<file path="config.mk">
export PLATFORM = sky130hd
export DESIGN_NAME = prnp_isqrt
export DESIGN_NICKNAME = d
export VERILOG_FILES = /design/src/sv/prnp_pkg.sv /design/src/sv/prnp_isqrt.sv
export SDC_FILE = /design/constraint.sdc
export NUM_CORES = 2
export LEC_CHECK = 0
export ABC_CLOCK_PERIOD_IN_PS = 2700
export BUFFER_PORTS_ARGS = -buffer_cell sky130_fd_sc_hd__buf_2
export CAP_MARGIN = 40
export CORE_MARGIN = 3
export CORE_UTILIZATION = 54
export CTS_CLUSTER_DIAMETER = 30
export DETAILED_ROUTE_END_ITERATION = 6
export PLACE_DENSITY = 0.73
export SYNTH_ARGS = -nofsm -noshare
export SYNTH_HDL_FRONTEND = slang
export SYNTH_SLANG_ARGS = --single-unit
export TNS_END_PERCENT = 20
</file>
<file path="constraint.sdc">
create_clock -name i_clk -period 2.7 [get_ports i_clk]
set_input_delay 0.54 -clock i_clk [delete_from_list [all_inputs] [get_ports i_clk]]
set_output_delay 0.54 -clock i_clk [all_outputs]
set_load 0.03 [all_outputs]
</file>
<file path="src/sv/prnp_pkg.sv">
`timescale 1ns / 1ps
// ----------------------------------------------------------------------------
// prnp_pkg
// Shared types and constants for the point-to-rectangle nearest point block.
// ----------------------------------------------------------------------------
package prnp_pkg;

    localparam int CoordW   = 24;
    localparam int AxisW    = 48;
    localparam int ExtW     = 23;
    localparam int RootW    = 24;
    localparam int RadW     = 2 * RootW;
    localparam int GeomLat  = 8;
    localparam int Latency  = GeomLat + RootW + 1;
    localparam int AddrW    = 6;
    localparam int DataW    = 64;

    localparam logic [AxisW-1:0] HorizReset = 48'd16384;
    localparam logic [AxisW-1:0] VertReset  = 48'd1073741824;
    localparam logic [ExtW-1:0]  ExtReset   = 23'd256;

    typedef enum logic [2:0] {
        REG_CENTER_X    = 3'd0,
        REG_CENTER_Y    = 3'd1,
        REG_CENTER_Z    = 3'd2,
        REG_HORIZ_AXIS  = 3'd3,
        REG_VERT_AXIS   = 3'd4,
        REG_HALF_WIDTH  = 3'd5,
        REG_HALF_HEIGHT = 3'd6
    } t_reg;

    typedef struct packed {
        logic                     vld;
        logic                     sat;
        logic signed [CoordW-1:0] cx;
        logic signed [CoordW-1:0] cy;
        logic signed [CoordW-1:0] cz;
    } t_side;

endpackage

</file>
<file path="src/sv/prnp_isqrt.sv">
`timescale 1ns / 1ps
// ----------------------------------------------------------------------------
// prnp_isqrt
// Pipelined integer square root, one result bit per stage.
// ----------------------------------------------------------------------------
module prnp_isqrt
    import prnp_pkg::*;
(
    input  logic             i_clk,
    input  logic             i_rst_n,
    input  t_side            i_side,
    input  logic [RadW-1:0]  i_n,
    output t_side            o_side,
    output logic [RootW-1:0] o_root
);

    logic [RadW-1:0] w_n  [RootW+1];
    logic [RadW-1:0] w_r  [RootW+1];
    t_side           w_sd [RootW+1];
    logic [RadW-1:0] r_n  [RootW];
    logic [RadW-1:0] r_r  [RootW];
    t_side           r_sd [RootW];

    assign w_n[0]  = i_n;
    assign w_r[0]  = '0;
    assign w_sd[0] = i_side;

    for (genvar k = 0; k < RootW; k++) begin : g_stage
        localparam logic [RadW-1:0] Bit = RadW'(1) << (2 * (RootW - 1 - k));
        logic [RadW-1:0] w_t;
        logic            w_ge;

        assign w_t  = w_r[k] + Bit;
        assign w_ge = w_n[k] >= w_t;

        always_ff @(posedge i_clk) begin
            if (w_ge) begin
                r_n[k] <= w_n[k] - w_t;
                r_r[k] <= (w_r[k] >> 1) + Bit;
            end else begin
                r_n[k] <= w_n[k];
                r_r[k] <= w_r[k] >> 1;
            end
            r_sd[k].sat <= w_sd[k].sat;
            r_sd[k].cx  <= w_sd[k].cx;
            r_sd[k].cy  <= w_sd[k].cy;
            r_sd[k].cz  <= w_sd[k].cz;
            if (!i_rst_n) begin
                r_sd[k].vld <= 1'b0;
            end else begin
                r_sd[k].vld <= w_sd[k].vld;
            end
        end

        assign w_n[k+1]  = r_n[k];
        assign w_r[k+1]  = r_r[k];
        assign w_sd[k+1] = r_sd[k];
    end

    assign o_side = w_sd[RootW];
    assign o_root = w_r[RootW][RootW-1:0];

endmodule

</file>
# Word-level counts from Yosys, hierarchy flattened

Memory sizes are Yosys's and may differ from the RTL's.
Index checks and enable logic that the tools add are counted.

Bitwise logic cells: 72
Add/sub/neg operators: 70
Mux-type cells: 146
$lt $le $gt $ge: 24

Operator list:

| kind                                                              | count |
|---|---|
| 48-bit 2-to-1 mux                                                 | 48 |
| 48-bit >= comparator                                              | 23 |
| 48-bit subtractor                                                 | 23 |
| 1-bit 2-to-1 mux                                                  | 98 |
| 1-bit OR                                                          | 72 |
| 47-bit by 1-bit adder with 48-bit output (second input constant)  | 1 |
| 47-bit by 11-bit adder with 48-bit output (second input constant) | 1 |
| 47-bit by 13-bit adder with 48-bit output (second input constant) | 1 |
| 47-bit by 15-bit adder with 48-bit output (second input constant) | 1 |
| 47-bit by 17-bit adder with 48-bit output (second input constant) | 1 |
| 47-bit by 19-bit adder with 48-bit output (second input constant) | 1 |
| 47-bit by 21-bit adder with 48-bit output (second input constant) | 1 |
| 47-bit by 23-bit adder with 48-bit output (second input constant) | 1 |
| 47-bit by 25-bit adder with 48-bit output (second input constant) | 1 |
| 47-bit by 27-bit adder with 48-bit output (second input constant) | 1 |
| 47-bit by 29-bit adder with 48-bit output (second input constant) | 1 |
| 47-bit by 3-bit adder with 48-bit output (second input constant)  | 1 |
| 47-bit by 31-bit adder with 48-bit output (second input constant) | 1 |
| 47-bit by 33-bit adder with 48-bit output (second input constant) | 1 |
| 47-bit by 35-bit adder with 48-bit output (second input constant) | 1 |
| 47-bit by 37-bit adder with 48-bit output (second input constant) | 1 |
| 47-bit by 39-bit adder with 48-bit output (second input constant) | 1 |
| 47-bit by 41-bit adder with 48-bit output (second input constant) | 1 |
| 47-bit by 43-bit adder with 48-bit output (second input constant) | 1 |
| 29 further kinds                                                  | 29 |

Memories kept: 3
Bits in registers: 0
Output and inout port bits: 98
Input port bits: 124
Memory bits (writable): 4,080
Word-level logic and storage cells: 315

Memory list:

| memory | depth | width | rd ports | clocked after Yosys merged registers in | write ports | RTL line         | source |
|---|---|---|---|---|---|---|---|
| r_sd   | 24    | 74    | 24       | 0                                       | 24          | prnp_isqrt.sv:22 | `t_side r_sd [RootW];` |
| r_n    | 24    | 48    | 23       | 0                                       | 24          | prnp_isqrt.sv:20 | `logic [RadW-1:0] r_n [RootW];` |
| r_r    | 24    | 48    | 24       | 0                                       | 24          | prnp_isqrt.sv:21 | `logic [RadW-1:0] r_r [RootW];` |

# Depth between registers and ports, before layout

An unclocked memory read counts as a cell.

Depth in word-level cells: 6
Mapped depth: 12
Depth with buffers taken out: 11

# Worst setup path before layout

OpenSTA, ideal clock, no wires.

Path type: register to register
Start point: memory r_r[10][57] (netlist name)
End point: memory r_n[22][35] (netlist name)
Period minus slack after synthesis: 2.855 ns
Arrival time: 2.737 ns
Library setup time: 0.118 ns
Required time: 2.582 ns
Path buffers: 0
Cell stages (with the launch flop): 11
Setup slack: -0.155 ns
Path through: dfxtp_1 > inv_1 > ha_1 > a211o_1 > a32o_1 > a21o_1 > a221oi_1 > a2111oi_0 > nor4b_2 > nand3_1 > xnor2_1

RTL lines:

| item            | RTL line |
|---|---|
| start, declared | prnp_isqrt.sv:21 |
| end, declared   | prnp_isqrt.sv:20 |

==> results.md <==
- Status: complete, but fails checks
- Failing checks: negative setup slack
- Worst-path clk slew: 0.06 ns
- CP max-delay cell: or4_4
- Clk sinks: 3180
- Worst setup SP type: flip-flop
- Full die area: between 150000 and 200000 um^2
- Xor and xnor area share after synthesis: 4.55%
- Fill cells: around 10000
- Final period utilization: 109%
- TritonRoute pass-1 iters: 6
- Worst Path Class, Setup: flip-flop to flip-flop
- Critical path required time: 3.51 ns
- CTS tree: built
- Total GRT Usage: 21.1%
- Pin count of the biggest net entering global routing: 41
- Seq/Total Area, Yosys: between 70% and 80%
- CP endpoint kind: flip-flop
- Worst stage delay on the critical path: roughly 0.49 ns
- Hold Path Class: primary input to flip-flop
- Root buf cell: clkbuf_16
- Fmax: 0.340 GHz
- Hpwl dp: 115000 um
- FP Rows: about 150
- IO buf count: approximately 220
- Register bit total from synthesis: 3180
- Via count: between 50000 and 60000
- Clk_skew: 0.0912 ns
- Syn Area/Cell: 12.5 um^2
- Number of max-cap violations: 0
- Final Hold Viols: 0
- Initial antenna violation count: 6
- Simple-Gate Fraction of Synth Area: 9.20%
- Hold_sp: i_side[0]
- Adder-Cell Fraction of Synth Area: 4.51%
- Layout area overhead: 32.0%
- Compound-cell area share of the yosys netlist: 7.02%
- Worst Path Arrival: about 3.8 ns
- Top cell type by total area after synthesis: dfxtp_1
- DR DRC count: 0
- DR WL/cell: 16.7 um
- Final WS setup: -0.238 ns
- Nets: 8977
- RSZ-0062 raised after global routing: true
- Mux cell area share after synthesis: 0.658%
- Ys flop type: dfxtp_1
- Crit path time final: between 2 and 3 ns
- Die H: 413 um
- Ys async rst share: 0%
- Power Total: 0.137 W
- Total CTS buffers: around 430
- Post-synth EDFFs: 0
- Die X: about 410 um
- Remaining antenna violation count after routing: 0
- Final number of max-transition violations: 0
- Worst-margin pin slew: 0.599 ns
- Final Setup Violations: 134
- I/O pin total: 222
- Gate Count Post-Synth: 7133
- GP Congestion: 0.935
- Synth top area cells: dfxtp_1, ha_1, xor2_1
- Clock Tree Buf Depth: 4
- Iter 0 DRT Violations: 2769
- Critical Path Fanout Max: 7
- PwrDens: 1160 nW/um^2
- VDD IR max: about 1 mV
- Clk_lat worst skew: 0.96 ns
- Synthesis Warnings: 0
- First-pass GRT wire length: between 200000 and 300000 um
- Synth unique cells: between 90 and 100
- LEAKAGE: 52.6 nW
- Initial Util: 54.6%
- Startpoint of the most critical setup path: r_r[9][56]
- Largest family of logic cells by synthesized area: simple AND/OR/NAND/NOR gates
- Core box area: 164000 um^2
- Vias per cell: 4.94
- DP Cell Count: approximately 10000
- H-tree Lvls: 5
- Reg-to-Reg Start: r_r[9][56]
- Area share of the largest cell type after synthesis: 71.3%
- WL final: 184000 um
- Grt ovf: 0
- Syn Nets: between 7000 and 8000
- Max-slew headroom: 59.7%
- Final instance count without filler cells: between 10000 and 15000
- Mapped cell area: 89300 um^2
- CP cell instances: inv_2 > ha_4 > buf_6 > nor4bb_1 > nand4_1 > o31ai_2 > buf_4 > a211oi_2 > and4b_2 > or4_4 > nor4_4 > xor2_1
- Vias in the first global route: 57700
- Share of cells above drive strength 1: 26.3%
==> final timing paths <==
path	endpoint	slack (ns)	cells past startpoint
max	r_n[20][46]	-0.24	12
min	r_sd[0][0]	0.23	2
max reg2reg	r_n[20][46]	-0.24	12
min reg2reg	r_sd[4][17]	0.28	0
==> sequential cells by signal, indices dropped and copies added (netlist names) <==
register and count:
r_r 300, r_n 1104, r_sd 1776
==> power breakdown <==
group | switching, W | internal, W
Clock | 0.0212 | 0.0350
Combinational | 0.0118 | 0.0114
Sequential | 0.00433 | 0.0533
==> metrics by stage <==
| step | setup TNS, ns | area (um^2) | utilization (%) | hold WS (ns) | worst slack, ns |
|---|---|---|---|---|---|
| 6_report | -10.70 | 118000 | 72.1 | 0.233 | -0.238 |
| 5_1_grt | -22.52 | 118000 | 72.1 | 0.182 | -0.257 |
| 4_1_cts | -5.26 | 116000 | 70.6 | 0.149 | -0.190 |
| 3_5_place_dp | -51.23 | 97500 | 59.6 | 0.312 | -0.493 |
| 3_3_place_gp | -34.15 | 97500 | 59.6 | 0.310 | -0.388 |
| 2_1_floorplan | -1.23 | 89400 | - | 0.310 | -0.0703 |
==> final cells by class <==
class | instances | area [um^2] | share of cell area (%)
sequential | 3180 | 63700 | 54.0
multi-input combinational | 3383 | 26200 | 22.3
clock buffer | 502 | 11600 | 9.81
antenna | 2 | 5.00 | 0.00424
clock inverter | 285 | 3350 | 2.84
tap | 2175 | 2720 | 2.31
inverter | 400 | 1510 | 1.28
timing repair buffer | 1134 | 8800 | 7.47
==> synth_stat cells (all sizes together) (15+ instances only) <==
library cell	count
and2	36
nor2	309
o211ai	18
o21a	64
nor3	152
clkbuf	66
o21ai	261
or3	62
nor4	185
dfxtp	3180
a211oi	33
and4	15
and3	29
nor4b	28
o21bai	19
inv	400
buf	104
nor3b	17
nor2b	43
nand3	73
xor2	235
nand2	342
ha	322
a21o	115
a31oi	33
xnor2	229
nand4b	22
mux2	43
nand2b	67
a21oi	268
or2	24
o31ai	48
or4	47
nand4	71
==> worst max-delay path: cells and delay by family, from the launching register on <==
kind / cells / cell delay [ns]
adder cells (fa/ha/maj): 1 / 0.27
AND/OR/NAND/NOR: 5 / 1.42
flip-flops: 1 / 0.32
buffers and inverters: 3 / 0.32
XOR/XNOR: 1 / 0.16
AO/OA/AOI/OAI: 2 / 0.32
==> cells by family (layout without fill, tap and decap cells) <==
| group | Yosys count | count (layout) |
|---|---|---|
| muxes | 53 | 53 |
| xor gates and xnor gates | 464 | 464 |
| AOI/OAI and AO/OA | 989 | 989 |
| other | 0 | 2 |
| buffers and inverters | 570 | 2321 |
| and+or+nand+nor | 1555 | 1555 |
| DFF | 3180 | 3180 |
| adders and majority gates | 322 | 322 |
==> what timing repair did <==
| action | CTS | global route |
|---|---|---|
| setup endpoints to repair | 372 | 437 |
| pin swaps | 80 | 135 |
| gates resized for setup | 294 | 430 |
| hold buffers | 124 | 0 |
| hold endpoints to repair | 146 | 0 |
| setup buffers | 52 | 44 |
| gates cloned | 4 | 5 |
==> routing by layer <==
| layer | vias up | share of wire, % | global-route usage, % |
|---|---|---|---|
| met5 | - | 0.021 | 0 |
| met4 | 6 | 4.3 | 10.1 |
| met3 | 547 | 3.9 | 3.79 |
| met2 | 1311 | 53 | 39.7 |
| met1 | 25700 | 39 | 22.6 |
| li1 | 27100 | - | - |
==> cell usage in the layout (no fill, tap or decap), drive strengths merged, types with 36 or more instances in the layout <==
| cell | count |
|---|---|
| dfxtp | 3180 |
| o31ai | 48 |
| buf | 1006 |
| clkinv | 112 |
| and2 | 36 |
| dlygate4sd3 | 124 |
| o21a | 64 |
| xnor2 | 229 |
| o21ai | 261 |
| nand3 | 73 |
| nor2b | 43 |
| nand2 | 342 |
| nor2 | 309 |
| bufinv | 39 |
| mux2 | 43 |
| or3 | 62 |
| clkinvlp | 47 |
| ha | 322 |
| nor4 | 185 |
| nand4 | 71 |
| inv | 487 |
| clkbuf | 506 |
| or4 | 47 |
| a21oi | 268 |
| nand2b | 67 |
| a21o | 115 |
| nor3 | 152 |
| xor2 | 235 |
(Power assumes the default switching activity.)
